### config.mk
export PLATFORM = sky130hd
export DESIGN_NAME = line_rasterizer
export DESIGN_NICKNAME = d
export VERILOG_FILES = /design/src/sv/lr_pkg.sv /design/src/sv/line_rasterizer.sv
export VERILOG_INCLUDE_DIRS = /design/src /design/src/sv
export SDC_FILE = /design/constraint.sdc
export NUM_CORES = 1
export LEC_CHECK = 0
export ABC_AREA = 1
export BUFFER_PORTS_ARGS = -buffer_cell sky130_fd_sc_hd__buf_4
export CORE_MARGIN = 8
export CORE_UTILIZATION = 45
export DETAILED_ROUTE_END_ITERATION = 10
export PLACE_DENSITY = 0.71
export SKIP_CTS_REPAIR_TIMING = 1
export SLEW_MARGIN = 20
export SYNTH_ARGS = -nofsm -noshare
export SYNTH_HDL_FRONTEND = slang
export SYNTH_SLANG_ARGS = --single-unit
### constraint.sdc
create_clock -name clk -period 10 [get_ports clk]
set_input_delay 1.5 -clock clk [delete_from_list [all_inputs] [get_ports clk]]
set_output_delay 1.5 -clock clk [all_outputs]
set_load 0.02 [all_outputs]
### src/sv/line_rasterizer_defines.svh
// Assertion macros shared by the rasterizer RTL.
// Each macro takes a label, an antecedent, a consequent and a message.
`ifndef LINE_RASTERIZER_DEFINES_SVH
`define LINE_RASTERIZER_DEFINES_SVH

// Same-cycle implication, checked on the rising edge of clk outside reset.
`define LR_ASSERT_NOW(label, ante, cons, msg) \
	label: assert property (@(posedge clk) disable iff (!arst_n) (ante) |-> (cons)) \
		else $error(msg);

// Next-cycle implication, checked on the rising edge of clk outside reset.
`define LR_ASSERT_NEXT(label, ante, cons, msg) \
	label: assert property (@(posedge clk) disable iff (!arst_n) (ante) |=> (cons)) \
		else $error(msg);

`endif

### src/sv/lr_pkg.sv
`default_nettype none

package lr_pkg;

	// Width of every pixel coordinate.
	localparam int COORD_BITS = 12;
	localparam int COLOR_BITS = 32;
	// Signed doubled error term needs three bits beyond a coordinate.
	localparam int ERR_BITS = COORD_BITS + 3;

	typedef enum logic {
		CMD_START = 1'b0,
		CMD_STEP  = 1'b1
	} cmd_t;

	typedef struct packed {
		cmd_t                  command;
		logic [COORD_BITS-1:0] x_start;
		logic [COORD_BITS-1:0] y_start;
		logic [COORD_BITS-1:0] x_end;
		logic [COORD_BITS-1:0] y_end;
		logic [COLOR_BITS-1:0] line_color;
	} cmd_item_t;

	typedef struct packed {
		logic [COORD_BITS-1:0] pixel_x;
		logic [COORD_BITS-1:0] pixel_y;
		logic [COLOR_BITS-1:0] pixel_color;
		logic                  last;
	} pix_item_t;

endpackage

`default_nettype wire

### src/sv/line_rasterizer.sv
`default_nettype none

// Bresenham line rasterizer. A start command carries two endpoints and a
// color and produces the first pixel of the line at once; every step command
// after it produces the next pixel, and the final pixel carries last. A step
// with no line in progress produces no pixel, and a start always abandons the
// line in progress. Both ports take one transfer per cycle: a command is
// latched in an input register, the setup, the pixel select and the error
// update are done in a single pass of logic, and the pixel lands in an output
// register. The sustained rate, while the pixel port does not stall, is one
// command and one pixel per cycle; it is set by the loop through the line
// state (error term and minor coordinate), which every command reads and
// writes. A stall on the pixel port holds the output register and, in the
// same cycle, stalls the command port once the input register is full.

`include "line_rasterizer_defines.svh"

module line_rasterizer (
	input  wire logic              clk,
	input  wire logic              arst_n,
	input  wire logic              cmd_valid,
	output logic                   cmd_stall,
	input  wire lr_pkg::cmd_item_t cmd_data,
	output logic                   pix_valid,
	input  wire logic              pix_stall,
	output lr_pkg::pix_item_t      pix_data
);

	localparam int N  = lr_pkg::COORD_BITS;
	localparam int EW = lr_pkg::ERR_BITS;

	// Input register.
	lr_pkg::cmd_item_t s1_q;
	logic              s1_valid_q;

	// Line state.
	logic                           active_q;
	logic                           steep_q;
	logic [N-1:0]                   major_pos_q;
	logic [N-1:0]                   minor_pos_q;
	logic [N-1:0]                   major_end_q;
	logic [N-1:0]                   major_delta_q;
	logic [N:0]                     twice_minor_delta_q;
	logic signed [EW-1:0]           error_q;
	logic                           minor_down_q;
	logic [lr_pkg::COLOR_BITS-1:0]  held_color_q;

	// Output register.
	lr_pkg::pix_item_t pix_q;
	logic              pix_valid_q;

	logic fire;
	logic is_start;
	logic emit;

	// Setup of a new line from the latched endpoints.
	logic [N-1:0] dx, dy;
	logic         su_steep;
	logic [N-1:0] a0, b0, a1, b1;
	logic         su_swap;
	logic [N-1:0] su_major, su_minor, su_end, su_minor_end;
	logic [N-1:0] su_delta, su_minor_diff;
	logic         su_down;

	// Values the current pixel is taken from.
	logic                          cur_steep;
	logic [N-1:0]                  cur_major, cur_minor, cur_end, cur_delta;
	logic [N:0]                    cur_tmd;
	logic signed [EW-1:0]          cur_err;
	logic                          cur_down;
	logic [lr_pkg::COLOR_BITS-1:0] cur_color;
	logic                          cur_last;

	logic signed [EW-1:0] err_sum;
	logic signed [EW-1:0] delta_ext;
	logic signed [EW-1:0] err_next;
	logic                 minor_move;
	logic [N-1:0]         minor_next;

	// The pass fires when an item waits and the output register can take it.
	assign fire      = s1_valid_q && (!pix_valid_q || !pix_stall);
	assign cmd_stall = s1_valid_q && !fire;
	assign is_start  = (s1_q.command == lr_pkg::CMD_START);
	assign emit      = is_start || active_q;

	always_comb begin
		dx = (s1_q.x_end >= s1_q.x_start) ? s1_q.x_end - s1_q.x_start
		                                   : s1_q.x_start - s1_q.x_end;
		dy = (s1_q.y_end >= s1_q.y_start) ? s1_q.y_end - s1_q.y_start
		                                   : s1_q.y_start - s1_q.y_end;
		// A steep line walks along y, so the axes trade places.
		su_steep = (dx < dy);
		a0 = su_steep ? s1_q.y_start : s1_q.x_start;
		b0 = su_steep ? s1_q.x_start : s1_q.y_start;
		a1 = su_steep ? s1_q.y_end   : s1_q.x_end;
		b1 = su_steep ? s1_q.x_end   : s1_q.y_end;
		// Order the endpoints so the major coordinate rises.
		su_swap      = (a1 < a0);
		su_major     = su_swap ? a1 : a0;
		su_minor     = su_swap ? b1 : b0;
		su_end       = su_swap ? a0 : a1;
		su_minor_end = su_swap ? b0 : b1;
		su_delta     = su_end - su_major;
		su_minor_diff = (su_minor_end >= su_minor) ? su_minor_end - su_minor
		                                           : su_minor - su_minor_end;
		su_down = (su_minor_end <= su_minor);
	end

	always_comb begin
		if (is_start) begin
			cur_steep = su_steep;
			cur_major = su_major;
			cur_minor = su_minor;
			cur_end   = su_end;
			cur_delta = su_delta;
			cur_tmd   = {su_minor_diff, 1'b0};
			cur_err   = '0;
			cur_down  = su_down;
			cur_color = s1_q.line_color;
		end else begin
			cur_steep = steep_q;
			cur_major = major_pos_q;
			cur_minor = minor_pos_q;
			cur_end   = major_end_q;
			cur_delta = major_delta_q;
			cur_tmd   = twice_minor_delta_q;
			cur_err   = error_q;
			cur_down  = minor_down_q;
			cur_color = held_color_q;
		end
		cur_last = (cur_major == cur_end);

		err_sum    = cur_err + $signed({2'b00, cur_tmd});
		delta_ext  = $signed({3'b000, cur_delta});
		minor_move = (err_sum > delta_ext);
		err_next   = minor_move ? err_sum - $signed({2'b00, cur_delta, 1'b0}) : err_sum;
		minor_next = cur_down ? cur_minor - 1'b1 : cur_minor + 1'b1;
	end

	// Input register: it takes a transfer whenever it is empty or drains now.
	always_ff @(posedge clk or negedge arst_n) begin
		if (!arst_n) begin
			s1_valid_q <= 1'b0;
		end else if (!cmd_stall) begin
			s1_valid_q <= cmd_valid;
		end
	end

	always_ff @(posedge clk) begin
		if (cmd_valid && !cmd_stall) begin
			s1_q <= cmd_data;
		end
	end

	// Line state and output register.
	always_ff @(posedge clk or negedge arst_n) begin
		if (!arst_n) begin
			active_q    <= 1'b0;
			pix_valid_q <= 1'b0;
		end else if (fire) begin
			pix_valid_q <= emit;
			if (emit) begin
				active_q <= !cur_last;
			end
		end else if (!pix_stall) begin
			pix_valid_q <= 1'b0;
		end
	end

	always_ff @(posedge clk) begin
		if (fire && emit) begin
			pix_q.pixel_x     <= cur_steep ? cur_minor : cur_major;
			pix_q.pixel_y     <= cur_steep ? cur_major : cur_minor;
			pix_q.pixel_color <= cur_color;
			pix_q.last        <= cur_last;

			steep_q             <= cur_steep;
			major_end_q         <= cur_end;
			major_delta_q       <= cur_delta;
			twice_minor_delta_q <= cur_tmd;
			minor_down_q        <= cur_down;
			held_color_q        <= cur_color;
			if (cur_last) begin
				major_pos_q <= cur_major;
				minor_pos_q <= cur_minor;
				error_q     <= cur_err;
			end else begin
				major_pos_q <= cur_major + 1'b1;
				minor_pos_q <= minor_move ? minor_next : cur_minor;
				error_q     <= err_next;
			end
		end
	end

	assign pix_valid = pix_valid_q;
	assign pix_data  = pix_q;

	`LR_ASSERT_NOW(a_full_stall, s1_valid_q && pix_valid_q && pix_stall, cmd_stall, "command taken while output blocked")
	`LR_ASSERT_NEXT(a_last_idle, fire && emit && cur_last, !active_q, "line still active after last pixel")
	`LR_ASSERT_NOW(a_major_range, active_q, major_pos_q <= major_end_q, "major position beyond line end")
	`LR_ASSERT_NEXT(a_idle_step, fire && !emit, !pix_valid_q, "pixel produced by a step with no line")

endmodule

`default_nettype wire

==> impl_metrics.json, run 1 <==
{
  "root_buffer": "clkbuf_16",
  "crit_buf_inv": 13,
  "initial_core_util_pct": 45.38,
  "postRouteAntennaNets": 0,
  "drtPass1Iterations": 6,
  "die_w_um": 210.2,
  "critPathMaxFanout": 8,
  "max_cap_viol_count": 0,
  "rsz0062_at_grt": "yes",
  "cts.path.max_buffers": 3,
  "clk_pin_slew_ns": 0.06,
  "route.detailed.drc": 0,
  "diodes": 0,
  "fin_util_pct": 59.54,
  "yosysWarnings": 0,
  "setup_violations": 0,
  "worstMarginPinSlew_ns": 1.116,
  "rows": 71,
  "gp_congestion": 0.9921,
  "critPathKind": "flip-flop to flip-flop",
  "core_area_mm2": 0.03740,
  "cp-start-kind": "flip-flop",
  "grt_max_degree": 82,
  "slew_headroom_pct": 25.61,
  "cp.arrival_ns": 9.97,
  "vias": 16500,
  "finClkSkew_ns": 0.02073,
  "cpMaxStageDelayCell": "edfxtp_1",
  "post_synth_instance_area_mm2": 0.01697,
  "cts_max_level": 1,
  "grt_overflow": 0,
  "cts_tree": "built",
  "synthToLayoutAreaGrowth_pct": 31.18,
  "hold_violations": 0,
  "port_buffers": 143,
  "wire_per_inst_um": 18.34,
  "drv_slew": 0,
  "antenna_found_initial": 0,
  "syn_nets": 2417,
  "fill_cells": 3320,
  "cp_top_family": "simple AND/OR/NAND/NOR gates",
  "clk_latency_ns": 0.57,
  "syn_avg_cell_area_um2": 7.779,
  "postRouteWirelength_mm": 55.60,
  "fin_crit_ns": 9.656,
  "critPathRequiredTime_ns": 10.32,
  "grt_pass1_vias": 15280,
  "yosysSeqAreaShare_pct": 38.66,
  "dp_hpwl_mm": 39.49,
  "synthesis.instances": 2182,
  "cp_slowest_stage_delay_ns": 0.42,
  "setup_tns_ns": 0,
  "vias_per_cell": 5.444,
  "ys_ff_latch": 219,
  "end_kind": "flip-flop",
  "drt_iter0_markers": 1375,
  "crit_top_cell": "nand2_1",
  "drive_gt1_share_pct": 26.90,
  "ios": 144,
  "grt_pass1_wl_mm": 81.31,
  "timing.final.crit_share_pct": 96.56,
  "cts_sinks": 219,
  "finalNetCount": 2735,
  "status": "complete, no violations",
  "fmax_mhz": 103.6,
  "cts_buffers": 26,
  "die-area_mm2": 0.04419,
  "hold_path_class": "flip-flop to flip-flop",
  "grt_use_total_pct": 22.80,
  "die_y_um": 210.2,
  "synth.distinct_cells": 49
}
[logic make-up after synthesis]
family,synth area share [%]
muxes,0.1769
and+or+nand+nor,26.08
adders and majority gates,11.46
xor gates and xnor gates,3.354
DFF,38.66
AOI/OAI and AO/OA,11.82
buffers and inverters,8.455
[per-layer routing]
metal | vias to the layer above | wire [um] | GRT usage (%)
met5 | - | 0 | 0
met4 | 0 | 2136 | 8.700
met3 | 133 | 3867 | 2.926
met2 | 702 | 25960 | 37.59
met1 | 7735 | 23630 | 30.31
li1 | 7930 | - | -
[Yosys cell counts (all sizes together)]
cell type / instances / area, um2
a21oi: 107 / 539.3
buf: 47 / 384.1
a311oi: 1 / 8.760
clkinv: 3 / 11.26
a211oi: 2 / 15.01
nand2: 721 / 2734
inv: 248 / 930.9
fa: 9 / 180.2
o2111ai: 3 / 26.28
xor2: 45 / 394.1
o221ai: 3 / 26.28
or2: 24 / 150.1
a221o: 1 / 10.01
o21a: 9 / 67.56
nand3b: 1 / 7.510
a21o: 5 / 37.54
nand3: 205 / 1066
a21boi: 5 / 37.53
o211ai: 6 / 45.04
o21ai: 199 / 1045
dfrtp: 3 / 75.07
and2: 1 / 6.260
xnor2: 20 / 175.2
o21bai: 4 / 30.03
nor3: 10 / 50.05
nand4: 12 / 75.07
nor2: 79 / 319.1
o31ai: 2 / 15.01
nor4: 3 / 18.77
clkbuf: 29 / 108.9
a31oi: 11 / 68.82
ha: 141 / 1764
a221oi: 3 / 26.28
mux2i: 3 / 30.03
edfxtp: 216 / 6486
a22o: 1 / 8.760
[placed cells by master, fill, tap and decap left out, drive strengths merged, types with 2 or more instances in the layout]
| cell type | synthesis | routed |
|---|---|---|
| nand2 | 721 | 721 |
| o31ai | 2 | 2 |
| a211oi | 2 | 2 |
| or2 | 24 | 24 |
| a221oi | 3 | 3 |
| a21boi | 5 | 5 |
| mux2i | 3 | 3 |
| o21a | 9 | 9 |
| nor2 | 79 | 79 |
| buf | 47 | 352 |
| clkinv | 3 | 12 |
| clkbuf | 29 | 46 |
| o2111ai | 3 | 3 |
| inv | 248 | 252 |
| nor3 | 10 | 10 |
| o21ai | 199 | 199 |
| a21o | 5 | 5 |
| xnor2 | 20 | 20 |
| nand3 | 205 | 206 |
| o211ai | 6 | 6 |
| o21bai | 4 | 4 |
| a31oi | 11 | 11 |
| o221ai | 3 | 3 |
| edfxtp | 216 | 216 |
| xor2 | 45 | 45 |
| fa | 9 | 9 |
| ha | 141 | 141 |
| a21oi | 107 | 107 |
| nor4 | 3 | 3 |
| nand4 | 12 | 12 |
| dfrtp | 3 | 3 |
[metrics by stage]
| stage | setup WS, ns | cell area (um2) | hold slack (ns) | instances |
|---|---|---|---|---|
| 2_1_floorplan | 0.1358 | 16970 | 0.4003 | 2182 |
| 3_3_place_gp | 0.008500 | 19450 | 0.4001 | 2918 |
| 3_5_place_dp | -0.2209 | 19450 | 0.4045 | 2918 |
| 4_1_cts | -0.3015 | 20270 | 0.4182 | 2966 |
| 6_report | 0.3442 | 22270 | 0.4166 | 3031 |
| 5_1_grt | -0.2199 | 22270 | 0.4210 | 3031 |
[state kept, by name (all words and copies together) (netlist names)]
register / flops
major_delta_q: 12
error_q: 15
pix_valid: 1
s1_valid_q: 1
major_pos_q: 12
twice_minor_delta_q: 13
s1_q: 81
major_end_q: 12
minor_down_q: 1
minor_pos_q: 12
steep_q: 1
pix_data: 57
active_q: 1
[path summary, 6_finish.rpt]
kind,startpoint,to,slack (ns),depth (start not counted)
min in group asynchronous,arst_n,s1_valid_q,0.70,1
max,s1_q[79],minor_pos_q[9],0.34,66
max in group asynchronous,arst_n,active_q,9.20,1
max reg2reg,s1_q[79],minor_pos_q[9],0.34,66
min reg2reg,s1_q[21],pix_data[22],0.42,0
min,s1_q[21],pix_data[22],0.42,0
[layout make-up]
type                            count  area, um2  area share [%]
Clock buffer                       33      686.9           3.085
Clock inverter                     15      132.6          0.5956
Inverter                          251      953.4           4.282
Multi-Input combinational cell   1637      10090           45.31
Sequential cell                   219       6561           29.47
Tap cell                          511      639.4           2.871
Timing Repair Buffer              365       3204           14.39
[worst reg2reg max path: cells and delay by family, from the launching register on]
| family | cells | cell delay, ns |
|---|---|---|
| simple gates | 30 | 3.10 |
| compound gates | 14 | 2.04 |
| fa+ha+maj | 6 | 1.90 |
| buf+inv | 13 | 1.52 |
| xor+xnor | 3 | 0.45 |
| flops | 1 | 0.42 |
Power of run 1 is left out: the tool's default activity adds up to more than one toggle a clock period on the data nets, which glitch-free logic cannot reach.
==> run 2, diff against run 1 <==
BUFFER_PORTS_ARGS = default   (was -buffer_cell sky130_fd_sc_hd__buf_4)
DONT_BUFFER_PORTS = 1   (was default)
PLACE_DENSITY = 0.68   (was 0.71)
==> run 2 against run 1 <==
Against the previous run:
- final cell count down 5.6%
- setup slack better by 0.034 ns
- design area down 5.6%
- critical path depth down 4
- non-clock buffer count down 169
- critical path type unchanged
- register-to-register slack better by 0.03 ns
==> impl_metrics.json, run 2 (synthesized netlist as in run 1, its figures left out) <==
{
  "root_buffer": "clkbuf_16",
  "grt_pass1_wl_mm": 79.70,
  "port_buffers": 0,
  "setup_violations": 0,
  "drv_slew": 0,
  "worstMarginPinSlew_ns": 1.097,
  "cpMaxStageDelayCell": "edfxtp_1",
  "setup_slack_ns": 0.3784,
  "end_kind": "flip-flop",
  "dp_hpwl_mm": 39.09,
  "slew_headroom_pct": 26.88,
  "rsz0062_at_grt": "yes",
  "ios": 144,
  "vias": 15700,
  "rr_worst_depth": 62,
  "core_area_mm2": 0.03740,
  "antenna_found_initial": 0,
  "top_register": "s1_q",
  "cts_sinks": 219,
  "rows": 71,
  "initial_core_util_pct": 45.38,
  "layout_commonest_cell": "nand2_1",
  "hp-start": "s1_q[6]",
  "finClkSkew_ns": 0.02988,
  "place_ws_ns": -0.5040,
  "cp-start-kind": "flip-flop",
  "timing.final.crit_share_pct": 96.22,
  "r2r_setup_slack_ns": 0.38,
  "route.detailed.drc": 0,
  "placed_area_mm2": 0.01827,
  "grt_overflow": 0,
  "largest_register_ffs": 81,
  "drt_iter0_markers": 1717,
  "postRouteWirelength_mm": 53.94,
  "die_y_um": 210.2,
  "critPathKind": "flip-flop to flip-flop",
  "status": "complete, no violations",
  "hold_path_class": "flip-flop to flip-flop",
  "wire_per_inst_um": 18.85,
  "whs_path_depth": 0,
  "fmax_mhz": 103.9,
  "clk_pin_slew_ns": 0.06,
  "cts_buffers": 26,
  "synthToLayoutAreaGrowth_pct": 23.84,
  "drtPass1Iterations": 6,
  "cts_max_level": 1,
  "cts.path.max_buffers": 3,
  "die-area_mm2": 0.04419,
  "seqCellArea_mm2": 0.006561,
  "fin_hold_ws_ns": 0.4162,
  "grt_pass1_vias": 14720,
  "cp.depth": 62,
  "hold_violations": 0,
  "reg2reg_from": "s1_q[45]",
  "drive_gt1_share_pct": 22.34,
  "final_cell_count_no_fill": 2862,
  "final_cell_mix": "nand2_1 (654), inv_1 (219), edfxtp_1 (216), nand3_1 (187), buf_4 (164)",
  "crit_buf_inv": 15,
  "crit_top_cell": "nand2_2",
  "fin_crit_ns": 9.622,
  "finalNetCount": 2565,
  "cp_slowest_stage_delay_ns": 0.50,
  "gp_congestion": 0.9706,
  "clk_latency_ns": 0.57,
  "critPathMaxFanout": 9,
  "grt_use_total_pct": 22.50,
  "cp.arrival_ns": 9.92,
  "cts_tree": "built",
  "placed_cells": 2759,
  "fill_cells": 3306,
  "final_design_area_no_fill_mm2": 0.02102,
  "die_w_um": 210.2,
  "vias_per_cell": 5.487,
  "critPathRequiredTime_ns": 10.30,
  "cp_top_family": "simple AND/OR/NAND/NOR gates",
  "setup.worst_path.start": "s1_q[45]",
  "postRouteAntennaNets": 0,
  "grt_max_degree": 82,
  "multi_input_area_mm2": 0.01014,
  "max_cap_viol_count": 0
}
[run 2: per-stage QoR]
stage | TNS (ns) | utilization (%)
6_report | 0 | 56.20
5_1_grt | -3.588 | 56.20
4_1_cts | -13.52 | 51.20
3_5_place_dp | -11.82 | 48.85
3_3_place_gp | -6.071 | 48.85
2_1_floorplan | 0 | -
[run 2: final timing paths]
| kind | end |
|---|---|
| worst max-delay path | error_q[13] |
| worst min-delay path | pix_data[7] |
| worst max register to register | error_q[13] |
| worst min register to register | pix_data[7] |
| max in group asynchronous | pix_valid |
| min in group asynchronous | active_q |
[run 2: per-layer routing]
layer	up-vias	GRT usage, %	routed length (um)
met2	603	38.05	25490
li1	7581	-	-
met1	7403	29.90	23060
met5	-	0	0
met4	0	7.533	2005
met3	116	2.302	3383
[run 2: cell type report]
cell class	instances	share of cell area, %
inverters	251	4.512
repair buffers	196	8.804
diodes	1	0.01190
flip-flops and latches	219	31.21
clock inverters	21	1.060
multi-input cells	1636	48.24
well taps	511	3.042
clock buffers	27	3.113
Power of run 2 is left out for the same reason.
